`config.mk`:
```
export PLATFORM = sky130hd
export DESIGN_NAME = tag_sighting_table_top
export DESIGN_NICKNAME = d
export VERILOG_FILES = /design/src/rtl/core/tst_pkg.sv /design/src/rtl/core/tag_sighting_table_top.sv /design/src/rtl/core/tst_cell.sv
export VERILOG_INCLUDE_DIRS = /design/src /design/src/rtl/core
export SDC_FILE = /design/constraint.sdc
export NUM_CORES = 2
export LEC_CHECK = 0
export BUFFER_PORTS_ARGS = -buffer_cell sky130_fd_sc_hd__buf_4
export CAP_MARGIN = 5
export CORE_MARGIN = 1.5
export CORE_UTILIZATION = 40
export CTS_CLUSTER_DIAMETER = 40
export DETAILED_ROUTE_END_ITERATION = 16
export PLACE_DENSITY = 0.66
export RECOVER_POWER = 25
export SLEW_MARGIN = 20
export SYNTH_ARGS = -nofsm -noshare
export SYNTH_HDL_FRONTEND = slang
export SYNTH_SLANG_ARGS = --single-unit
```
`constraint.sdc`:
```
create_clock -name clk -period 2.6 [get_ports clk]
set_clock_uncertainty 0.15 [all_clocks]
set_input_delay 0.13 -clock clk [delete_from_list [all_inputs] [get_ports clk]]
set_output_delay 0.13 -clock clk [all_outputs]
set_load 0.05 [all_outputs]
```
`src/rtl/core/tag_sighting_table_top_assert.svh`:
```
// assertion macros used by the table top module
`ifndef TAG_SIGHTING_TABLE_TOP_ASSERT_SVH
`define TAG_SIGHTING_TABLE_TOP_ASSERT_SVH

// same-cycle implication, sampled on clk, off during reset
`define TST_ASSERT_NOW(label, ante, cons, msg) \
	label: assert property (@(posedge clk) disable iff (!arst_n) (ante) |-> (cons)) \
		else $error(msg);

// next-cycle implication, sampled on clk, off during reset
`define TST_ASSERT_NEXT(label, ante, cons, msg) \
	label: assert property (@(posedge clk) disable iff (!arst_n) (ante) |=> (cons)) \
		else $error(msg);

`endif

```
`src/rtl/core/tst_pkg.sv`:
```
package tst_pkg;

	localparam int TABLE_DEPTH = 8;
	localparam int IDX_W = (TABLE_DEPTH > 1) ? $clog2(TABLE_DEPTH) : 1;
	localparam logic [31:0] CUTOFF_RESET = 32'd8096;

	typedef enum logic [1:0] {
		ST_REFRESHED = 2'd0,
		ST_KEPT      = 2'd1,
		ST_INSERTED  = 2'd2,
		ST_FULL      = 2'd3
	} status_t;

	typedef struct packed {
		logic [15:0] tag_id;
		logic [7:0]  signal_level;
		logic [31:0] now_tick;
	} sighting_t;

	typedef struct packed {
		status_t     status;
		logic [2:0]  slot;
		logic [15:0] entry_id;
		logic [7:0]  entry_level;
		logic [31:0] entry_tick;
	} result_t;

	// query that walks down the row of cells, one hop per cycle
	typedef struct packed {
		logic             valid;
		logic [15:0]      tag_id;
		logic [7:0]       level;
		logic [31:0]      now_tick;
		logic [31:0]      limit;
		logic             match_found;
		logic [IDX_W-1:0] match_idx;
		logic             match_keep;
		logic [7:0]       match_level;
		logic [31:0]      match_tick;
		logic             stale_found;
		logic [IDX_W-1:0] stale_idx;
	} probe_t;

	// entry update broadcast to the cells
	typedef struct packed {
		logic             valid;
		logic [IDX_W-1:0] idx;
		logic [15:0]      tag_id;
		logic [7:0]       level;
		logic [31:0]      tick;
	} wr_t;

	function automatic logic [2:0] slot_of(input logic [IDX_W-1:0] idx);
		slot_of = 3'(idx);
	endfunction

endpackage

```
`src/rtl/core/tag_sighting_table_top.sv`:
```
// tag sighting table: keeps the most recent radio tag sightings in a row of cells.
// a sighting is a command transfer: it is taken at a clock edge with start high
// and busy low; busy then stays high until the table update has landed.
// the query walks the row one cell per cycle, through the probe register and
// each cell's output register; done then strobes the result, and a new
// sighting is taken only after busy has dropped, so transfers never overlap;
// the walk through the cells sets the spacing between sightings.
// each result stays on the result port until the next one and is marked by done
// for a single cycle; the receiver cannot stall, so nothing is held back.
// the cutoff register is written over its own channel (cfg_valid/cfg_ready);
// cfg_ready is always high; the user writes only while the block is idle (unenforced).
// reset clears every entry to zero, sets the cutoff to 8096 ticks and drops busy.
module tag_sighting_table_top (
	input  logic               clk,
	input  logic               arst_n,
	input  logic               start,
	output logic               busy,
	input  tst_pkg::sighting_t sighting,
	output logic               done,
	output tst_pkg::result_t   result,
	input  logic               cfg_valid,
	output logic               cfg_ready,
	input  logic [31:0]        cfg_data
);
	import tst_pkg::*;

	logic [31:0] cutoff_q;
	logic        busy_q;
	logic        done_q;
	result_t     result_q;
	wr_t         wr_q;
	probe_t      probe_q;
	probe_t      probe_nxt;
	probe_t      chain [TABLE_DEPTH+1];
	probe_t      tail;
	result_t     res_nxt;
	wr_t         wr_nxt;
	logic        accept;

	assign accept    = start && !busy_q;
	assign busy      = busy_q;
	assign done      = done_q;
	assign result    = result_q;
	assign cfg_ready = 1'b1;
	assign chain[0]  = probe_q;
	assign tail      = chain[TABLE_DEPTH];

	for (genvar i = 0; i < TABLE_DEPTH; i++) begin : g_cell
		tst_cell u_cell (
			.clk   (clk),
			.arst_n(arst_n),
			.idx   (IDX_W'(i)),
			.pin   (chain[i]),
			.wr    (wr_q),
			.pout  (chain[i+1])
		);
	end

	// query entering the row
	always_comb begin
		probe_nxt = '0;
		if (accept) begin
			probe_nxt.valid    = 1'b1;
			probe_nxt.tag_id   = sighting.tag_id;
			probe_nxt.level    = sighting.signal_level;
			probe_nxt.now_tick = sighting.now_tick;
			probe_nxt.limit    = sighting.now_tick - cutoff_q;
		end
	end

	// decide at the end of the row
	always_comb begin
		res_nxt = '0;
		wr_nxt  = '0;
		if (tail.match_found) begin
			res_nxt.slot     = slot_of(tail.match_idx);
			res_nxt.entry_id = tail.tag_id;
			if (tail.match_keep) begin
				res_nxt.status      = ST_KEPT;
				res_nxt.entry_level = tail.match_level;
				res_nxt.entry_tick  = tail.match_tick;
			end else begin
				res_nxt.status      = ST_REFRESHED;
				res_nxt.entry_level = tail.level;
				res_nxt.entry_tick  = tail.now_tick;
				wr_nxt.valid        = tail.valid;
				wr_nxt.idx          = tail.match_idx;
			end
		end else if (tail.stale_found) begin
			res_nxt.status      = ST_INSERTED;
			res_nxt.slot        = slot_of(tail.stale_idx);
			res_nxt.entry_id    = tail.tag_id;
			res_nxt.entry_level = tail.level;
			res_nxt.entry_tick  = tail.now_tick;
			wr_nxt.valid        = tail.valid;
			wr_nxt.idx          = tail.stale_idx;
		end else begin
			res_nxt.status = ST_FULL;
		end
		wr_nxt.tag_id = tail.tag_id;
		wr_nxt.level  = tail.level;
		wr_nxt.tick   = tail.now_tick;
	end

	always_ff @(posedge clk or negedge arst_n) begin
		if (!arst_n) begin
			cutoff_q <= CUTOFF_RESET;
			busy_q   <= 1'b0;
			done_q   <= 1'b0;
			probe_q  <= '0;
			wr_q     <= '0;
			result_q <= '0;
		end else begin
			if (cfg_valid) begin
				cutoff_q <= cfg_data;
			end
			probe_q <= probe_nxt;
			if (accept) begin
				busy_q <= 1'b1;
			end
			done_q <= tail.valid;
			wr_q   <= wr_nxt;
			if (tail.valid) begin
				result_q <= res_nxt;
			end
			// update lands in the cells at the same edge
			if (done_q) begin
				busy_q <= 1'b0;
			end
		end
	end

`include "tag_sighting_table_top_assert.svh"

	`TST_ASSERT_NOW(a_done_busy, done_q, busy_q, "result strobe outside a transfer")
	`TST_ASSERT_NEXT(a_accept_busy, accept, busy_q, "busy not raised after transfer")
	`TST_ASSERT_NEXT(a_done_release, done_q, !busy_q && !done_q, "busy held after result")
	`TST_ASSERT_NOW(a_tail_busy, tail.valid, busy_q && !done_q, "query in row while idle")
	`TST_ASSERT_NOW(a_full_zero, done_q && (result_q.status == ST_FULL), (result_q.slot == 3'd0) && (result_q.entry_tick == 32'd0), "full result not zeroed")

endmodule

```
`src/rtl/core/tst_cell.sv`:
```
module tst_cell (
	input  logic                     clk,
	input  logic                     arst_n,
	input  logic [tst_pkg::IDX_W-1:0] idx,
	input  tst_pkg::probe_t          pin,
	input  tst_pkg::wr_t             wr,
	output tst_pkg::probe_t          pout
);
	import tst_pkg::*;

	logic [15:0] id_q;
	logic [7:0]  level_q;
	logic [31:0] tick_q;
	logic        hit;
	logic        stale;
	probe_t      nxt;

	assign hit   = (id_q == pin.tag_id);
	assign stale = (tick_q < pin.limit);

	always_comb begin
		nxt = pin;
		// first matching entry wins
		if (!pin.match_found && hit) begin
			nxt.match_found = 1'b1;
			nxt.match_idx   = idx;
			nxt.match_keep  = !((level_q >= pin.level) || stale);
			nxt.match_level = level_q;
			nxt.match_tick  = tick_q;
		end
		if (!pin.stale_found && stale) begin
			nxt.stale_found = 1'b1;
			nxt.stale_idx   = idx;
		end
	end

	always_ff @(posedge clk or negedge arst_n) begin
		if (!arst_n) begin
			id_q    <= '0;
			level_q <= '0;
			tick_q  <= '0;
			pout    <= '0;
		end else begin
			pout <= nxt;
			if (wr.valid && (wr.idx == idx)) begin
				id_q    <= wr.tag_id;
				level_q <= wr.level;
				tick_q  <= wr.tick;
			end
		end
	end

endmodule
```
==> flow_summary_export.csv <==
group,metric,value,unit
layout,finish.utilization,0.5021,
synth,post_synth_main_area_contributors,"dfrtp_1, mux2_2, ha_1",
grt,grt_pass1_wl,227200,um
drt,antenna_left,0,
setup_path,worst_ep_arrival_time,3270,ps
floorplan,core_area,164600,um^2
synth,ys.flop_type,"dfrtp_1",
grt,grt_start_max_net_pins,102,
setup_path,critical-path-top-delay-family,"compound AO/OA/AOI/OAI gates",
grt,globalRoute.totalOverflow,0,
synth,post_synthesis_net_count,5022,
placed_design,dp.final_hpwl,99050,um
timing,worst_slew_pin_slew,1504,ps
worst_hold_path,hold_class,"reg2reg",
worst_hold_path,critical_hold_path_startpoint,"chain[1198]",
setup_path,worst_r2r_endpoint,"g_cell[4].u_cell.pout[0]",
setup_path,timing.rr.start,"g_cell[4].u_cell.tick_q[13]",
timing,fmax,366.0,MHz
timing,timing.hold.ws,184.8,ps
timing,timing.final.max_slew_violations,11,
worst_hold_path,min_path_cells,0,
drt,remaining_drc_errors,0,
synth,post_synth_most_frequent_cells,"dfrtp_1, mux2_2, inv_1",
drt,finalWirelength,141800,um
placed_design,io_buffers,154,
floorplan,die_width,409.9,um
floorplan,num_io_pins,156,
floorplan,fp.dieArea,168000,um^2
layout,area_growth_syn_to_layout,24.81,%
drt,dr_total_vias,36755,
synth,synth_top_cell_area_share,0.6586,
synth,synthArstFlopShare,1.000,
layout,layout.nets,5764,
clock_tree,tritoncts_clock_tree,"yes",
floorplan,fp.dieH,409.9,um
timing,timing.final.crit_share,1.051,
drt,routedWlPerCell,18.41,um
setup_path,crit_buf_inv,0,
outcome,violations_in_the_final_reports,"slew limit, setup timing",
synth,synth_edf_count,0,
placed_design,pre_cts_ws,-383.3,ps
floorplan,num_rows,149,
synth,synth_warnings,0,
setup_path,worst_ep_required_time,3140,ps
clock_tree,cts.sink_count,1750,
clock_tree,worst_setup_hold_path_clk_slew,60,ps
timing,relSlewSlack,-0.002409,
drt,detailedRoute.firstIterationViolations,1885,
synth,post-synth-top-count-cell,"dfrtp_1",
setup_path,path_common_cell,"a21o_1",
drt,route.detailed.vias_per_inst,4.775,
layout,final_layout_size_suffix_gt1_frac,0.3071,
clock_tree,clk-insertion-delay-late,810,ps
power_and_ir_drop,ir_drop_worst_vdd,0.7696,mV
synth,synth.cell_area,66220,um^2
floorplan,start_util,0.4023,
placed_design,routabilityCongestion,0.9170,
drt,detailedRoute.firstPassIterationCount,5,
synth,yosys.cell_types.count,63,
synth,syn_avg_cell_area,14.44,um^2
clock_tree,clock-root-buffer,"clkbuf_16",
setup_path,classification_of_the_worst_setup_path,"reg2reg",
setup_path,slowest_delay,390,ps
grt,grt_pass1_vias,40186,
outcome,status,"finished with violations",
setup_path,cp_cell_sequence,"ha_1 -> a21o_1 -> a21o_1 -> a21o_1 -> a221o_1 -> a211o_1 -> a31o_4 -> or2_1 -> and2_1",
setup_path,worst_setup_path_start_kind,"flop",
timing,grt_setup_unrepaired,"true",
clock_tree,cts-buffers-inserted,205,
flow_run,cap_violations,0,
clock_tree,clock_tree_buffer_depth,3,
worst_hold_path,hold_end,"g_cell[0].u_cell.pout[94]",
setup_path,worst_setup_path_end_kind,"flop",
synth,postSynthCellCount,4586,
grt,grtUsageTotal,0.1729,
power_and_ir_drop,power.static_leakage,42.10,nW
timing,postLayoutSetupSlackWorst,-132.2,ps
synth,synth-seq-area-share,0.6614,
timing,fin_crit,2732,ps
setup_path,cp_max_fo,3,
grt,number_of_antenna_violations_at_the_first_check_in_global_routing,4,
timing,finalHoldViolations,0,
synth,postSynthRegisterBits,1750,
setup_path,reg2reg_setup_slack,-130,ps
synth,post-synth-top-area-cell,"dfrtp_1",
setup_path,crit_path_top_delay_cell,"dfrtp_1",
timing,setup_viol_count_final,10,
setup_path,rr_worst_depth,9,
layout,fill_cells,13643,
clock_tree,cts.htree.levels,4,
power_and_ir_drop,post-layout-total-power,73.19,mW
power_and_ir_drop,cellPowerDensity,885.6,nW/um^2
-- power breakdown --
group / internal [mW] / switching (mW) / leakage (nW)
combinational: 5.28 / 6.60 / 14.5
clock: 18.8 / 11.7 / 3.61
sequential: 29.6 / 1.30 / 24.0
-- worst register-to-register path, stage by stage, from the launching register on --
cell     delay [ps]
dfrtp_1         390
ha_1            310
a21o_1          160
a21o_1          170
a21o_1          170
a221o_1         320
a211o_1         280
a31o_4          270
or2_1           270
and2_1          140
-- state kept, by name, indices dropped and copies added, names as in the netlist --
signal and flops:
wr_q 60, chain 89, busy 1, g_cell.u_cell.id_q 128
g_cell.u_cell.pout 1058, result 61, done 1, g_cell.u_cell.level_q 64
g_cell.u_cell.tick_q 256, cutoff_q 32
-- worst max-delay path by stage --
stage	depth (start not counted)	to	startpoint
finish	9	g_cell[4].u_cell.pout[0]	g_cell[4].u_cell.tick_q[13]
global route	13	chain[1173]	cutoff_q[9]
CTS	9	g_cell[4].u_cell.pout[0]	g_cell[4].u_cell.tick_q[13]
detailed placement	13	chain[1183]	cutoff_q[7]
global placement	13	chain[1183]	cutoff_q[7]
floorplan	10	chain[1176]	cutoff_q[7]
-- cells in the final DEF, fill, tap and decap left out, drive strengths merged, types with 42 or more instances in the layout --
cell type / n
a21o: 124
xor2: 121
dfrtp: 1743
dlygate4sd3: 239
and2: 98
nand4: 68
ha: 343
a21oi: 144
clkinv: 42
a22oi: 43
nor2: 133
clkbuf: 292
mux2: 765
o21ai: 119
inv: 403
buf: 396
nand2: 79
-- cell families after synthesis --
family / Yosys count / share of synthesized area
DFF: 1750 / 0.6614
muxes: 767 / 0.1304
and+or+nand+nor: 554 / 0.04419
AOI/OAI and AO/OA: 516 / 0.04958
buffers and inverters: 503 / 0.02930
adders and majority gates: 344 / 0.06511
xor gates and xnor gates: 151 / 0.01997
other: 1 / 0.00005663
-- layout make-up --
class	instances	area (um^2)	share of cell area
sequential	1750	43810	0.5300
clock inverter	123	1733	0.02097
clock buffer	259	5708	0.06906
inverter	370	1389	0.01680
antenna	6	15.01	0.0001817
timing repair buffer	668	6037	0.07304
tap	2189	2739	0.03314
multi-input combinational	2333	21220	0.2568
-- metrics by stage --
step	instances	setup TNS, ps	area (um^2)
2_1_floorplan	4586	0	66220
3_3_place_gp	7043	-5648	71980
3_5_place_dp	7043	-6848	71980
4_1_cts	7684	-1255	82270
5_1_grt	7694	-2048	82640
6_report	7698	-627.7	82650
-- what timing repair did --
item,4_1_cts,5_1_grt
setup endpoints to repair,48,48
hold buffers,240,0
pin swaps,40,49
buffers inserted,20,12
gates resized for setup,60,76
endpoints found under the hold margin,1871,0
-- metal layers --
metal	wire length, um	global-route usage	vias up
li1	-	-	17173
met1	62400	0.2257	18714
met2	69680	0.2896	572
met3	4817	0.02667	296
met4	4860	0.06737	0
met5	0	0	-
Note: power is estimated with default switching activity, not from simulation.
